**config.mk**
```make
export PLATFORM = sky130hd
export DESIGN_NAME = crc_codeword_bit_packer_top
export DESIGN_NICKNAME = d
export VERILOG_FILES = /design/src/rtl/crcbp_pkg.sv /design/src/rtl/crcbp_encoder.sv /design/src/rtl/crcbp_packer.sv /design/src/rtl/crc_codeword_bit_packer_top.sv
export SDC_FILE = /design/constraint.sdc
export NUM_CORES = 1
export LEC_CHECK = 0
export BUFFER_PORTS_ARGS = -buffer_cell sky130_fd_sc_hd__buf_2
export CORE_MARGIN = 3
export CORE_UTILIZATION = 50
export DETAILED_ROUTE_END_ITERATION = 12
export GPL_TIMING_DRIVEN = 0
export PLACE_DENSITY = 0.66
export SYNTH_ARGS = -nofsm -noshare
export SYNTH_HDL_FRONTEND = slang
export SYNTH_SLANG_ARGS = --single-unit
```
**constraint.sdc**
```tcl
create_clock -name clk_i -period 15.6 [get_ports clk_i]
set_clock_uncertainty 0.15 [all_clocks]
set_input_delay 2.34 -clock clk_i [delete_from_list [all_inputs] [get_ports clk_i]]
set_output_delay 2.34 -clock clk_i [all_outputs]
set_load 0.005 [all_outputs]
```
**src/rtl/crcbp_pkg.sv**
```systemverilog
// Shared constants and types for the CRC codeword bit packer.
// No dependencies; used by the encoder, the packer and the top level.
`timescale 1ns / 1ps

package crcbp_pkg;

  // Default sizing of the generator and the message byte counter
  localparam int unsigned DEF_MAX_GENERATOR_BITS = 9;
  localparam int unsigned DEF_COUNT_WIDTH        = 24;

  // Field widths
  localparam int unsigned BYTE_W     = 8;
  localparam int unsigned GEN_BITS_W = 9;
  localparam int unsigned GEN_LEN_W  = 4;
  localparam int unsigned TOTAL_W    = 24;

  // Configuration port
  localparam int unsigned CFG_IDX_W  = 2;
  localparam int unsigned CFG_DATA_W = 24;

  localparam logic [CFG_IDX_W-1:0] CFG_GEN_BITS = 2'd0;
  localparam logic [CFG_IDX_W-1:0] CFG_GEN_LEN  = 2'd1;
  localparam logic [CFG_IDX_W-1:0] CFG_FOUR     = 2'd2;
  localparam logic [CFG_IDX_W-1:0] CFG_TOTAL    = 2'd3;

  // Register reset values
  localparam logic [GEN_BITS_W-1:0] RST_GEN_BITS = 9'd263;
  localparam logic [GEN_LEN_W-1:0]  RST_GEN_LEN  = 4'd9;
  localparam logic                  RST_FOUR     = 1'b0;
  localparam logic [TOTAL_W-1:0]    RST_TOTAL    = 24'd1;

  // Configuration as seen by the encoder
  typedef struct packed {
    logic [GEN_BITS_W-1:0] gen_bits;
    logic [GEN_LEN_W-1:0]  gen_len;
    logic                  four;
    logic [TOTAL_W-1:0]    total;
  } cfg_t;

  // Control of the encoded item passed from encoder to packer
  typedef struct packed {
    logic valid;
    logic last;
  } item_ctl_t;

endpackage

```
**src/rtl/crcbp_encoder.sv**
```systemverilog
// Encoder stage: registers one encoded item per accepted input byte.
// Builds header, pad and CRC codewords left-aligned; depends on crcbp_pkg.
`timescale 1ns / 1ps

module crcbp_encoder #(
  parameter int unsigned MAX_GENERATOR_BITS = crcbp_pkg::DEF_MAX_GENERATOR_BITS,
  parameter int unsigned COUNT_WIDTH        = crcbp_pkg::DEF_COUNT_WIDTH,
  localparam int unsigned ITEM_W = 2 * MAX_GENERATOR_BITS + 22,
  localparam int unsigned ILW    = $clog2(ITEM_W + 1)
) (
  input  logic                  clk_i,
  input  logic                  rst_ni,
  input  crcbp_pkg::cfg_t       cfg_i,
  input  logic                  data_valid_i,
  output logic                  data_stall_o,
  input  logic [7:0]            data_byte_i,
  output crcbp_pkg::item_ctl_t  item_o,
  input  logic                  item_take_i,
  output logic [ITEM_W-1:0]     item_bits_o,
  output logic [ILW-1:0]        item_len_o
);

  localparam int unsigned GW    = MAX_GENERATOR_BITS;
  localparam int unsigned GLW   = $clog2(MAX_GENERATOR_BITS + 1);
  localparam int unsigned GIW   = $clog2(MAX_GENERATOR_BITS);
  localparam int unsigned CMPW  = (GLW > crcbp_pkg::GEN_LEN_W) ? GLW : crcbp_pkg::GEN_LEN_W;
  localparam int unsigned CWW   = MAX_GENERATOR_BITS + 7;
  localparam int unsigned CWA_W = 2 * (MAX_GENERATOR_BITS + 3);

  // Long division of one dataword: window of g bits, one dataword bit a step
  function automatic logic [GW-1:0] crc_rem(
    input logic [7:0]     data,
    input logic           four,
    input logic [GW-1:0]  gen,
    input logic [GLW-1:0] g,
    input logic [GW-1:0]  gmask
  );
    logic [CWW-1:0] cw;
    logic [GW-1:0]  win;
    logic [2:0]     dm2;
    logic [2:0]     idx;
    logic           lead;
    cw   = CWW'(data) << (g - GLW'(1));
    win  = four ? GW'(cw >> 3) : GW'(cw >> 7);
    dm2  = four ? 3'd2 : 3'd6;
    for (int j = 0; j < 8; j++) begin
      if (j < 4 || !four) begin
        lead = win[GIW'(g - GLW'(1))];
        if (lead) begin
          win = win ^ gen;
        end
        if ((four && j < 3) || (!four && j < 7)) begin
          idx = dm2 - 3'(j);
          win = ((win << 1) & gmask) | GW'(cw[idx]);
        end
      end
    end
    return win & (gmask >> 1);
  endfunction

  logic                   item_valid_q, item_valid_d;
  logic                   item_last_q, item_last_d;
  logic [ITEM_W-1:0]      item_bits_q, item_bits_d;
  logic [ILW-1:0]         item_len_q, item_len_d;
  logic                   header_done_q, header_done_d;
  logic [COUNT_WIDTH-1:0] bytes_seen_q, bytes_seen_d;

  logic                   accept;
  logic [CMPW-1:0]        len_x;
  logic [GLW-1:0]         g;
  logic [GW-1:0]          gmask;
  logic [GW-1:0]          gen;
  logic [GW-1:0]          rem_a, rem_h, rem_l;
  logic [ILW-1:0]         wlen;
  logic [ILW-1:0]         lw;
  logic [CWA_W-1:0]       cw_hi, cw_lo, cw_all, cw_left;
  logic [ITEM_W-1:0]      word_ext;
  logic [COUNT_WIDTH-1:0] tot, tot_eff, bytes_next;
  logic [5:0]             prod;
  logic [3:0]             pad;
  logic                   stream_end;

  assign accept       = data_valid_i && !data_stall_o;
  assign data_stall_o = item_valid_q && !item_take_i;

  // Clamp the generator length and mask the generator
  always_comb begin
    len_x = CMPW'(cfg_i.gen_len);
    if (len_x == '0) begin
      g = GLW'(1);
    end else if (len_x > CMPW'(MAX_GENERATOR_BITS)) begin
      g = GLW'(MAX_GENERATOR_BITS);
    end else begin
      g = GLW'(len_x);
    end
    gmask = ~({GW{1'b1}} << g);
    gen   = GW'(cfg_i.gen_bits) & gmask;
  end

  // Remainders for the whole byte and for each nibble
  assign rem_a = crc_rem(data_byte_i, 1'b0, gen, g, gmask);
  assign rem_h = crc_rem({4'b0, data_byte_i[7:4]}, 1'b1, gen, g, gmask);
  assign rem_l = crc_rem({4'b0, data_byte_i[3:0]}, 1'b1, gen, g, gmask);

  // Assemble the codeword bits of this byte, then left-align them
  always_comb begin
    if (cfg_i.four) begin
      wlen = ILW'(4) + ILW'(g) - ILW'(1);
      lw   = wlen << 1;
    end else begin
      wlen = ILW'(8) + ILW'(g) - ILW'(1);
      lw   = wlen;
    end
    cw_hi = (CWA_W'(data_byte_i[7:4]) << (g - GLW'(1))) | CWA_W'(rem_h);
    cw_lo = (CWA_W'(data_byte_i[3:0]) << (g - GLW'(1))) | CWA_W'(rem_l);
    if (cfg_i.four) begin
      cw_all = (cw_hi << wlen) | cw_lo;
    end else begin
      cw_all = (CWA_W'(data_byte_i) << (g - GLW'(1))) | CWA_W'(rem_a);
    end
    cw_left  = cw_all << (ILW'(CWA_W) - lw);
    word_ext = {cw_left, 16'b0};
  end

  // Pad count from the configured message length
  always_comb begin
    tot     = COUNT_WIDTH'(cfg_i.total);
    tot_eff = (tot == '0) ? COUNT_WIDTH'(1) : tot;
    prod    = 6'(tot_eff[2:0]) * 6'(lw[2:0]);
    pad     = 4'd8 - {1'b0, prod[2:0]};
  end

  assign bytes_next = bytes_seen_q + COUNT_WIDTH'(1);
  assign stream_end = (bytes_next >= tot_eff);

  // Load the next item, release it once the packer takes it
  always_comb begin
    item_valid_d  = item_valid_q;
    item_last_d   = item_last_q;
    item_bits_d   = item_bits_q;
    item_len_d    = item_len_q;
    header_done_d = header_done_q;
    bytes_seen_d  = bytes_seen_q;
    if (item_take_i) begin
      item_valid_d = 1'b0;
    end
    if (accept) begin
      item_valid_d = 1'b1;
      item_last_d  = stream_end;
      if (!header_done_q) begin
        item_bits_d = {8'(pad), {(ITEM_W - 8){1'b0}}} | (word_ext >> (5'd8 + 5'(pad)));
        item_len_d  = ILW'(8) + ILW'(pad) + lw;
      end else begin
        item_bits_d = word_ext;
        item_len_d  = lw;
      end
      if (stream_end) begin
        header_done_d = 1'b0;
        bytes_seen_d  = '0;
      end else begin
        header_done_d = 1'b1;
        bytes_seen_d  = bytes_next;
      end
    end
  end

  always_ff @(posedge clk_i or negedge rst_ni) begin
    if (!rst_ni) begin
      item_valid_q  <= 1'b0;
      item_last_q   <= 1'b0;
      header_done_q <= 1'b0;
      bytes_seen_q  <= '0;
    end else begin
      item_valid_q  <= item_valid_d;
      item_last_q   <= item_last_d;
      header_done_q <= header_done_d;
      bytes_seen_q  <= bytes_seen_d;
    end
  end

  always_ff @(posedge clk_i) begin
    item_bits_q <= item_bits_d;
    item_len_q  <= item_len_d;
  end

  assign item_o.valid = item_valid_q;
  assign item_o.last  = item_last_q;
  assign item_bits_o  = item_bits_q;
  assign item_len_o   = item_len_q;

endmodule

```
**src/rtl/crcbp_packer.sv**
```systemverilog
// Bit packer, depends on crcbp_pkg: left-aligned bit buffer that merges
// encoded items and issues one output byte per cycle unless out_stall_i is high.
`timescale 1ns / 1ps

module crcbp_packer #(
  parameter int unsigned MAX_GENERATOR_BITS = crcbp_pkg::DEF_MAX_GENERATOR_BITS,
  localparam int unsigned ITEM_W = 2 * MAX_GENERATOR_BITS + 22,
  localparam int unsigned ILW    = $clog2(ITEM_W + 1)
) (
  input  logic                 clk_i,
  input  logic                 rst_ni,
  input  crcbp_pkg::item_ctl_t item_i,
  input  logic [ITEM_W-1:0]    item_bits_i,
  input  logic [ILW-1:0]       item_len_i,
  output logic                 item_take_o,
  output logic                 out_valid_o,
  input  logic                 out_stall_i,
  output logic [7:0]           out_byte_o,
  output logic                 last_o
);

  localparam int unsigned BUF_W = ITEM_W + 7;
  localparam int unsigned CNW   = $clog2(BUF_W + 1);

  logic [BUF_W-1:0] buf_q, buf_d, buf_pop;
  logic [CNW-1:0]   cnt_q, cnt_d, cnt_pop, cnt_sum;
  logic             end_q, end_d;
  logic             pop;

  assign out_valid_o = (cnt_q >= CNW'(8));
  assign out_byte_o  = buf_q[BUF_W-1 -: 8];
  assign last_o      = end_q && (cnt_q == CNW'(8));

  assign pop         = out_valid_o && !out_stall_i;
  assign cnt_pop     = pop ? (cnt_q - CNW'(8)) : cnt_q;
  assign buf_pop     = pop ? (buf_q << 8) : buf_q;
  // Take a new item once less than a byte is left behind
  assign item_take_o = item_i.valid && (cnt_pop < CNW'(8));
  assign cnt_sum     = cnt_pop + CNW'(item_len_i);

  // Merge the item behind the held bits; round the stream end up to a byte
  always_comb begin
    buf_d = buf_pop;
    cnt_d = cnt_pop;
    end_d = end_q && (cnt_pop != '0);
    if (item_take_o) begin
      buf_d = buf_pop | ({item_bits_i, 7'b0} >> cnt_pop[2:0]);
      end_d = item_i.last;
      if (item_i.last) begin
        cnt_d = (cnt_sum + CNW'(7)) & ~CNW'(7);
      end else begin
        cnt_d = cnt_sum;
      end
    end
  end

  always_ff @(posedge clk_i or negedge rst_ni) begin
    if (!rst_ni) begin
      buf_q <= '0;
      cnt_q <= '0;
      end_q <= 1'b0;
    end else begin
      buf_q <= buf_d;
      cnt_q <= cnt_d;
      end_q <= end_d;
    end
  end

endmodule

```
**src/rtl/crc_codeword_bit_packer_top.sv**
```systemverilog
// CRC codeword bit packer, top level: configuration registers, encoder
// and bit packer. Depends on crcbp_pkg, crcbp_encoder and crcbp_packer.
//
// Each message byte becomes one 8-bit or two 4-bit datawords, each followed
// by its CRC remainder over a generator of up to MAX_GENERATOR_BITS bits.
// The stream opens with a header byte holding the pad count and that many
// zero bits; the final byte carries last_o, after which the next byte starts
// a new stream. The output port moves one byte per cycle unless out_stall_i
// is high or fewer than eight bits are held. The codeword length per byte is
// 8 + g - 1 bits for whole bytes or 2 * (4 + g - 1) for nibbles; the first
// byte of a stream adds the header byte and the pad bits. The encoder
// registers one item per cycle while its held item is empty or being taken,
// and the bit buffer takes it once fewer than eight bits remain. At the end of a
// stream the buffer drains before the next stream's first item is merged.
// Configuration writes are always ready and are registered before the encoder sees them.
`timescale 1ns / 1ps

module crc_codeword_bit_packer_top #(
  parameter int unsigned MAX_GENERATOR_BITS = crcbp_pkg::DEF_MAX_GENERATOR_BITS,
  parameter int unsigned COUNT_WIDTH        = crcbp_pkg::DEF_COUNT_WIDTH
) (
  input  logic                            clk_i,
  input  logic                            rst_ni,
  // configuration write channel
  input  logic                            cfg_valid_i,
  output logic                            cfg_ready_o,
  input  logic [crcbp_pkg::CFG_IDX_W-1:0] cfg_index_i,
  input  logic [crcbp_pkg::CFG_DATA_W-1:0] cfg_data_i,
  // input bytes
  input  logic                            data_valid_i,
  output logic                            data_stall_o,
  input  logic [7:0]                      data_byte_i,
  // output bytes
  output logic                            out_valid_o,
  input  logic                            out_stall_i,
  output logic [7:0]                      out_byte_o,
  output logic                            last_o
);

  localparam int unsigned ITEM_W = 2 * MAX_GENERATOR_BITS + 22;
  localparam int unsigned ILW    = $clog2(ITEM_W + 1);

  crcbp_pkg::cfg_t      cfg_q, cfg_d;
  crcbp_pkg::item_ctl_t item;
  logic [ITEM_W-1:0]    item_bits;
  logic [ILW-1:0]       item_len;
  logic                 item_take;

  assign cfg_ready_o = 1'b1;

  // Write the addressed register
  always_comb begin
    cfg_d = cfg_q;
    if (cfg_valid_i && cfg_ready_o) begin
      unique case (cfg_index_i)
        crcbp_pkg::CFG_GEN_BITS: cfg_d.gen_bits = cfg_data_i[crcbp_pkg::GEN_BITS_W-1:0];
        crcbp_pkg::CFG_GEN_LEN:  cfg_d.gen_len  = cfg_data_i[crcbp_pkg::GEN_LEN_W-1:0];
        crcbp_pkg::CFG_FOUR:     cfg_d.four     = cfg_data_i[0];
        crcbp_pkg::CFG_TOTAL:    cfg_d.total    = cfg_data_i[crcbp_pkg::TOTAL_W-1:0];
        default:                 cfg_d          = cfg_q;
      endcase
    end
  end

  always_ff @(posedge clk_i or negedge rst_ni) begin
    if (!rst_ni) begin
      cfg_q.gen_bits <= crcbp_pkg::RST_GEN_BITS;
      cfg_q.gen_len  <= crcbp_pkg::RST_GEN_LEN;
      cfg_q.four     <= crcbp_pkg::RST_FOUR;
      cfg_q.total    <= crcbp_pkg::RST_TOTAL;
    end else begin
      cfg_q <= cfg_d;
    end
  end

  crcbp_encoder #(
    .MAX_GENERATOR_BITS (MAX_GENERATOR_BITS),
    .COUNT_WIDTH        (COUNT_WIDTH)
  ) u_encoder (
    .clk_i        (clk_i),
    .rst_ni       (rst_ni),
    .cfg_i        (cfg_q),
    .data_valid_i (data_valid_i),
    .data_stall_o (data_stall_o),
    .data_byte_i  (data_byte_i),
    .item_o       (item),
    .item_take_i  (item_take),
    .item_bits_o  (item_bits),
    .item_len_o   (item_len)
  );

  crcbp_packer #(
    .MAX_GENERATOR_BITS (MAX_GENERATOR_BITS)
  ) u_packer (
    .clk_i       (clk_i),
    .rst_ni      (rst_ni),
    .item_i      (item),
    .item_bits_i (item_bits),
    .item_len_i  (item_len),
    .item_take_o (item_take),
    .out_valid_o (out_valid_o),
    .out_stall_i (out_stall_i),
    .out_byte_o  (out_byte_o),
    .last_o      (last_o)
  );

endmodule
```
* After elaboration in Yosys (flattened, before gate mapping)
Cells that the tools add are included.
** Cells by class
- $mul :: 1
- Shift-type cells :: 11
- Multiplexer cells :: 66
- Add/subtract/negate cells :: 14
- Reductions and logical operators :: 18
- Divide/modulo/power cells :: 0
- Order comparisons :: 5
- Bitwise gates (word level) :: 53
- Equality and inequality tests :: 4
** Operators with widths (number)
- bitwise AND 9 bit :: 14
- OR 9 x 1 -> 9 bit :: 13
- two-way mux 8 bit :: 13
- bitwise XOR 8 bit :: 13
- two-way mux 47 bit :: 2
- two-way mux 24 bit :: 3
- OR 24 x 9 -> 24 bit :: 3
- binary-select mux 1 bit (select 4 bit) :: 16
- left shift 24 x 6 -> 24 bit :: 2
- left shift 4 x 4 -> 24 bit :: 2
- OR 47 bit :: 1
- right shift 47 x 3 -> 47 bit :: 1
- two-way mux 40 bit :: 1
- OR 36 x 40 -> 40 bit :: 1
- right shift 40 x 5 -> 40 bit :: 1
- two-way mux 6 bit :: 6
- bitwise AND 9 x 8 -> 9 bit :: 3
- two-way mux 9 bit :: 3
- bitwise XOR 9 bit :: 3
- adder 24 x 1 -> 24 bit (second input constant) :: 1
- greater-or-equal comparator 24 bit :: 1
- zero test 24 bit :: 1
- OR 24 bit :: 1
- left shift 4 x 4 -> 12 bit :: 2
- other kinds (30) :: 65
** Word-level totals
- Bits in read-only memories :: 0
- Memories :: 0
- Output and inout port bits :: 12
- Bits in latches :: 0
- Bits in registers :: 165
- Word-level logic and storage cells :: 186
- Memory bits (writable) :: 0

* Longest topological paths before layout
- Depth in word-level cells :: 50
- Mapped depth :: 52
- Depth with buffers taken out :: 41

* By module
From an unflattened synthesis, not the netlist that was laid out.
** Second synthesis, totals
- Cell total of the unflattened synthesis :: 2386
- Area, all modules :: 18692.9 sq um
** Modules (own cells, without submodules)
- crcbp_encoder :: sequential area each 2057.0 sq um, times used 1, cells each 1884, area each 13331.5 sq um
- crcbp_packer :: sequential area each 1351.3 sq um, times used 1, cells each 417, area each 3824.9 sq um
- crc_codeword_bit_packer_top :: sequential area each 959.7 sq um, times used 1, cells each 85, area each 1536.5 sq um

* Worst setup path before layout
OpenSTA, ideal clock, no wires.
- Kind :: input port to flip-flop
- From :: input port data_byte_i[5]
- To :: register u_encoder.item_bits_q[21], in the netlist u_encoder.item_bits_o[21], data pin
- Stages :: 38
- Setup slack :: 4.011 ns
- Path buffers :: 3
- Arrival time :: 11.178 ns
- Data required time :: 15.189 ns
- Cells stage by stage :: clkbuf_1 mux2_2 a2111o_1 o211ai_2 mux2i_1 o32ai_2 o21a_1 a2111oi_2 a211oi_2 nand2_1 nor2_2 or4_1 a32o_2 a211oi_1 mux2i_1 o32ai_4 a221oi_2 mux2i_1 [2 not listed] a311oi_1 a311oi_1 or3_1 buf_2 or4_1 o211ai_2 o211ai_4 or3_1 buf_2 o311ai_2 nand3_2 o21ai_2 a2111oi_2 o221a_4 a32oi_4 nand2_1 a31o_1 a221o_1
** On the way
- Cells in the longest elaborated chain, start to end :: 46
- Elaborated cells on any way between the ends :: 83
- Those cells by class :: 7 x shift; 38 x mux; 38 x bitwise
** Ends and longest elaborated chain
- start, declared :: RTL line crc_codeword_bit_packer_top.sv:32 : input logic [7:0] data_byte_i,
- left shift 8 x 4 -> 16 bit :: RTL line crcbp_encoder.sv:43 : cw = CWW'(data) << (g - GLW'(1));
- binary-select mux 1 bit (select 4 bit) :: RTL line crcbp_encoder.sv:48 : lead = win[GIW'(g - GLW'(1))];
- two-way mux 1 bit (not written as such) :: RTL line crcbp_encoder.sv:48
- two-way mux 8 bit :: RTL line crcbp_encoder.sv:49 : if (lead) begin
- bitwise AND 9 bit :: RTL line crcbp_encoder.sv:54 : win = ((win << 1) & gmask) | GW'(cw[idx]);
- OR 9 x 1 -> 9 bit :: RTL line crcbp_encoder.sv:54
- binary-select mux 1 bit (select 4 bit) :: RTL line crcbp_encoder.sv:48
- two-way mux 1 bit (not written as such) :: RTL line crcbp_encoder.sv:48
- [30 not listed]
- two-way mux 9 bit :: RTL line crcbp_encoder.sv:49
- bitwise AND 9 x 8 -> 9 bit :: RTL line crcbp_encoder.sv:58 : return win & (gmask >> 1);
- OR 24 x 9 -> 24 bit :: RTL line crcbp_encoder.sv:119 : cw_all = (CWA_W'(data_byte_i) << (g - GLW'(1))) | CWA_W'(rem_a);
- two-way mux 24 bit (*) :: RTL line crcbp_encoder.sv:116 : if (cfg_i.four) begin
- left shift 24 x 6 -> 24 bit (*) :: RTL line crcbp_encoder.sv:121 : cw_left = cw_all << (ILW'(CWA_W) - lw);
- right shift 40 x 5 -> 40 bit :: RTL line crcbp_encoder.sv:151 : item_bits_d = {8'(pad), {(ITEM_W - 8){1'b0}}} | (word_ext >> (5'd8 + 5'(pad)));
- OR 36 x 40 -> 40 bit :: RTL line crcbp_encoder.sv:151
- two-way mux 40 bit (*) :: RTL line crcbp_encoder.sv:150 : if (!header_done_q) begin
- end signal, assigned :: RTL line crcbp_encoder.sv:182 : item_bits_q <= item_bits_d;
- end, declared :: RTL line crcbp_encoder.sv:63 : logic [ITEM_W-1:0] item_bits_q, item_bits_d;
Mark *: on every way between the ends. The rest lies on a longest branch, timed or not. The select of a mux whose other input is x is not followed.
A chain may end at the register's enable or synchronous reset.

* Final worst setup path
- From :: register cfg_q[28] (netlist bit)
- To :: register u_encoder.item_bits_q[21], in the netlist u_encoder.item_bits_o[21], data pin
** On the way
- Cells in the longest elaborated chain, start to end :: 50
- Elaborated cells on any way between the ends :: 127
- Those cells by class :: 8 x add/sub; 1 x mul; 1 x order compare; 10 x shift; 54 x mux; 52 x bitwise; 1 x reduce/logical
** Ends and longest elaborated chain
- start, declared :: RTL line crc_codeword_bit_packer_top.sv:43 : crcbp_pkg::cfg_t cfg_q, cfg_d;
- start signal, assigned :: RTL line crc_codeword_bit_packer_top.sv:72 : cfg_q <= cfg_d;
- > comparator 4 bit :: RTL line crcbp_encoder.sv:91 : end else if (len_x > CMPW'(MAX_GENERATOR_BITS)) begin
- two-way mux 4 bit :: RTL line crcbp_encoder.sv:91
- two-way mux 4 bit (*) :: RTL line crcbp_encoder.sv:89 : if (len_x == '0) begin
- subtractor 4 x 1 -> 4 bit / left shift 9 x 4 -> 9 bit (equally long branches)
- left shift 8 x 4 -> 16 bit / NOT 9 bit (equally long branches) :: RTL line crcbp_encoder.sv:43, crcbp_encoder.sv:96
- binary-select mux 1 bit (select 4 bit) / bitwise AND 9 bit (equally long branches) :: RTL line crcbp_encoder.sv:48, crcbp_encoder.sv:97
- two-way mux 1 bit (not written as such) / bitwise XOR 8 bit (equally long branches) :: RTL line crcbp_encoder.sv:48, crcbp_encoder.sv:50
- two-way mux 8 bit :: RTL line crcbp_encoder.sv:49
- [34 not listed]
- two-way mux 9 bit :: RTL line crcbp_encoder.sv:49
- bitwise AND 9 x 8 -> 9 bit :: RTL line crcbp_encoder.sv:58
- OR 24 x 9 -> 24 bit :: RTL line crcbp_encoder.sv:119
- two-way mux 24 bit :: RTL line crcbp_encoder.sv:116
- left shift 24 x 6 -> 24 bit :: RTL line crcbp_encoder.sv:121
- right shift 40 x 5 -> 40 bit :: RTL line crcbp_encoder.sv:151
- OR 36 x 40 -> 40 bit :: RTL line crcbp_encoder.sv:151
- two-way mux 40 bit (*) :: RTL line crcbp_encoder.sv:150
Marked as above.

==> out/metrics.yaml <==
first_pass_iters: 7
finalHoldViolCount: 0
ys_seq_elements: 164
finalPower_mw: 5.27
utilization: 0.552
ys_seq_area_frac: 0.231
hp-class: "reg -> reg"
path_class: "reg -> reg"
antenna_found_initial: 2
slowest_delay_ns: 0.54
synth-main-ff-cell: "dfrtp_1"
synth_commonest_cells: "nand2_1 (306), nor2_1 (285), mux2i_1 (157)"
drive_gt1_frac: 0.120
worst_slew_pin_slew_ns: 1.36
vias: 20579
fin_nets: 2579
dieArea_um2: 39900
holdWs_ns: 0.340
ir_worst_vdd_mv: 0.172
area_delta_synth_final_pct: 7.98
synth_edf_count: 46
core_region_area_um2: 36800
route.met3.wl_um: 9920
seq_area_um2: 4340
synth-async-reset-ratio: 0.720
multiInputGateArea_um2: 13200
initial_core_util: 0.511
period_share: 0.967
yosysMostFrequentCell: "nand2_1"
fp-row-count: 70
critPathTopFamily: "compound AO/OA/AOI/OAI gates"
stdcell_area_um2: 20300
ys_warn_count: 0
cp.arrival_ns: 15.11
die_y_um: 200
synth_cells: 2429
clk_pin_slew_ns: 0.07
clk_latency_ns: 0.43
pre_cts_ws_ns: 0.705
viasPerCell: 6.91
finalWorstPathRequiredPeriod_ns: 15.09
setup_viol: 0
n_fill_cell: 3519
cts_sinks: 164
synth_top_area_frac: 0.149
portBuffers: 47
grt_pass1_vias: 18721
grt_pass1_wl_um: 115000
route.met2.wl_um: 31700
finalWorstSetupSlack_ns: 0.514
layout.cells.non_filler: 2979
cts_buffers: 17
synth_top_cells_by_area: "dfrtp_1 (15%), mux2i_1 (8.4%), edfxtp_1 (7.4%)"
startpoint_type: "register"
cts_tree: "done"
drc: 0
relSlewSlack: 0.0853
crit_top_cell: "buf_2"
place_inst: 2946
synth_nets: 2511
grt_overflow: 0
rsz0062_at_grt: "no"
antenna_left: 0
drt_wl_total_um: 78000
ioPinCount: 51
fin_tns_setup_ns: 0
die_x_um: 200
outcome: "completed"
cp_num_buf_inv: 14
cts_max_path_buffers: 2
dpl.hpwl_um: 60900
placed_area_um2: 19700
cp_max_fo: 10
avgSynthCellArea_um2: 7.74
grt_max_degree: 70
cts.htree.levels: 4
grt_usage: 0.377
drt_iter0_drc: 2878
root_buffer: "clkbuf_16"
drv_cap: 0
syn-cell-area_um2: 18800
drv_slew: 0
topRoutingLayerUsed: "met5"
end_kind: "register"
gp_congestion: 1.04
synth_area_leader_cell: "dfrtp_1"
p_leak_nw: 8.34
yosys.cell_types.count: 124
cts_hold_buf: 0
cp.required_ns: 15.63
wl_met1_um: 32900
wl_per_cell_um: 26.2
fmax_mhz: 66.3
slowest_stage: "a21boi_1"
power.density_nw_per_um2: 260
[report_power, final]
group	leakage, nW	switching [mW]	internal (mW)
registers	1.85	0.0971	0.621
clock network	0.282	0.192	0.212
logic	6.20	2.78	1.37
[placed cells by master, fill, tap and decap left out, types with 46 or more instances in the layout]
cell	Yosys	final
nor3_1	57	56
o21ai_0	135	135
a21oi_1	131	130
dfrtp_1	112	112
edfxtp_1	46	46
inv_1	65	65
mux2i_1	157	157
buf_2	15	61
o22ai_1	61	61
clkbuf_1	97	95
nor2_1	285	285
nand2_1	306	306
xnor2_1	87	87
nand3_1	74	74
[worst reg2reg max path, delay by kind of cell, from the launching register on]
| family | cells | cell delay [ns] |
|---|---|---|
| muxes | 1 | 0.34 |
| AOI/OAI and AO/OA | 22 | 7.33 |
| DFF | 1 | 0.51 |
| xor gates and xnor gates | 1 | 0.29 |
| and+or+nand+nor | 10 | 2.33 |
| adders and majority gates | 1 | 0.43 |
| buffers and inverters | 14 | 3.45 |
[metal layers]
layer / up-vias / global-route usage
met5: - / 0
met4: 2 / 0.141
met3: 240 / 0.0960
met2: 1438 / 0.547
met1: 9814 / 0.542
li1: 9085 / -
[flip-flops by register name, indices dropped and copies added (netlist names), 6 cells and up]
register                count
cfg_q                      37
u_encoder.bytes_seen_q     24
u_encoder.item_bits_o      40
u_encoder.item_len_o        6
u_packer.buf_q             47
u_packer.cnt_q              6
[final timing paths]
kind,from,endpoint,slack (ns),cells past startpoint
max in group asynchronous,rst_ni,u_packer.buf_q[19],12.90,2
setup reg to reg,cfg_q[28],u_encoder.item_bits_o[21],0.51,49
hold reg to reg,u_packer.buf_q[38],u_packer.buf_q[46],0.34,2
min in group asynchronous,rst_ni,u_encoder.bytes_seen_q[9],1.70,1
setup / recovery,cfg_q[28],u_encoder.item_bits_o[21],0.51,49
hold / removal,u_packer.buf_q[38],u_packer.buf_q[46],0.34,2
[kinds of logic after synthesis]
family,share of synthesized area
adder cells (fa/ha/maj),0.0294
XOR/XNOR,0.0604
AND/OR/NAND/NOR,0.238
AO/OA/AOI/OAI,0.260
buffers and inverters,0.0686
multiplexers,0.112
other,0.000200
flip-flops,0.231
[area by class of cell]
cell class / count / area share
Sequential cell: 164 / 0.214
Multi-Input combinational cell: 2015 / 0.651
Clock inverter: 15 / 0.00715
Inverter: 73 / 0.0136
Clock buffer: 17 / 0.0210
Antenna cell: 1 / 0.000123
Buffer: 177 / 0.0501
Tap cell: 468 / 0.0289
Timing Repair Buffer: 49 / 0.0142
[timing repair]
item,in CTS,in global routing
setup endpoints to repair,0,29
buffers inserted,0,0
gates resized for setup,0,12
(Power assumes the default switching activity.)
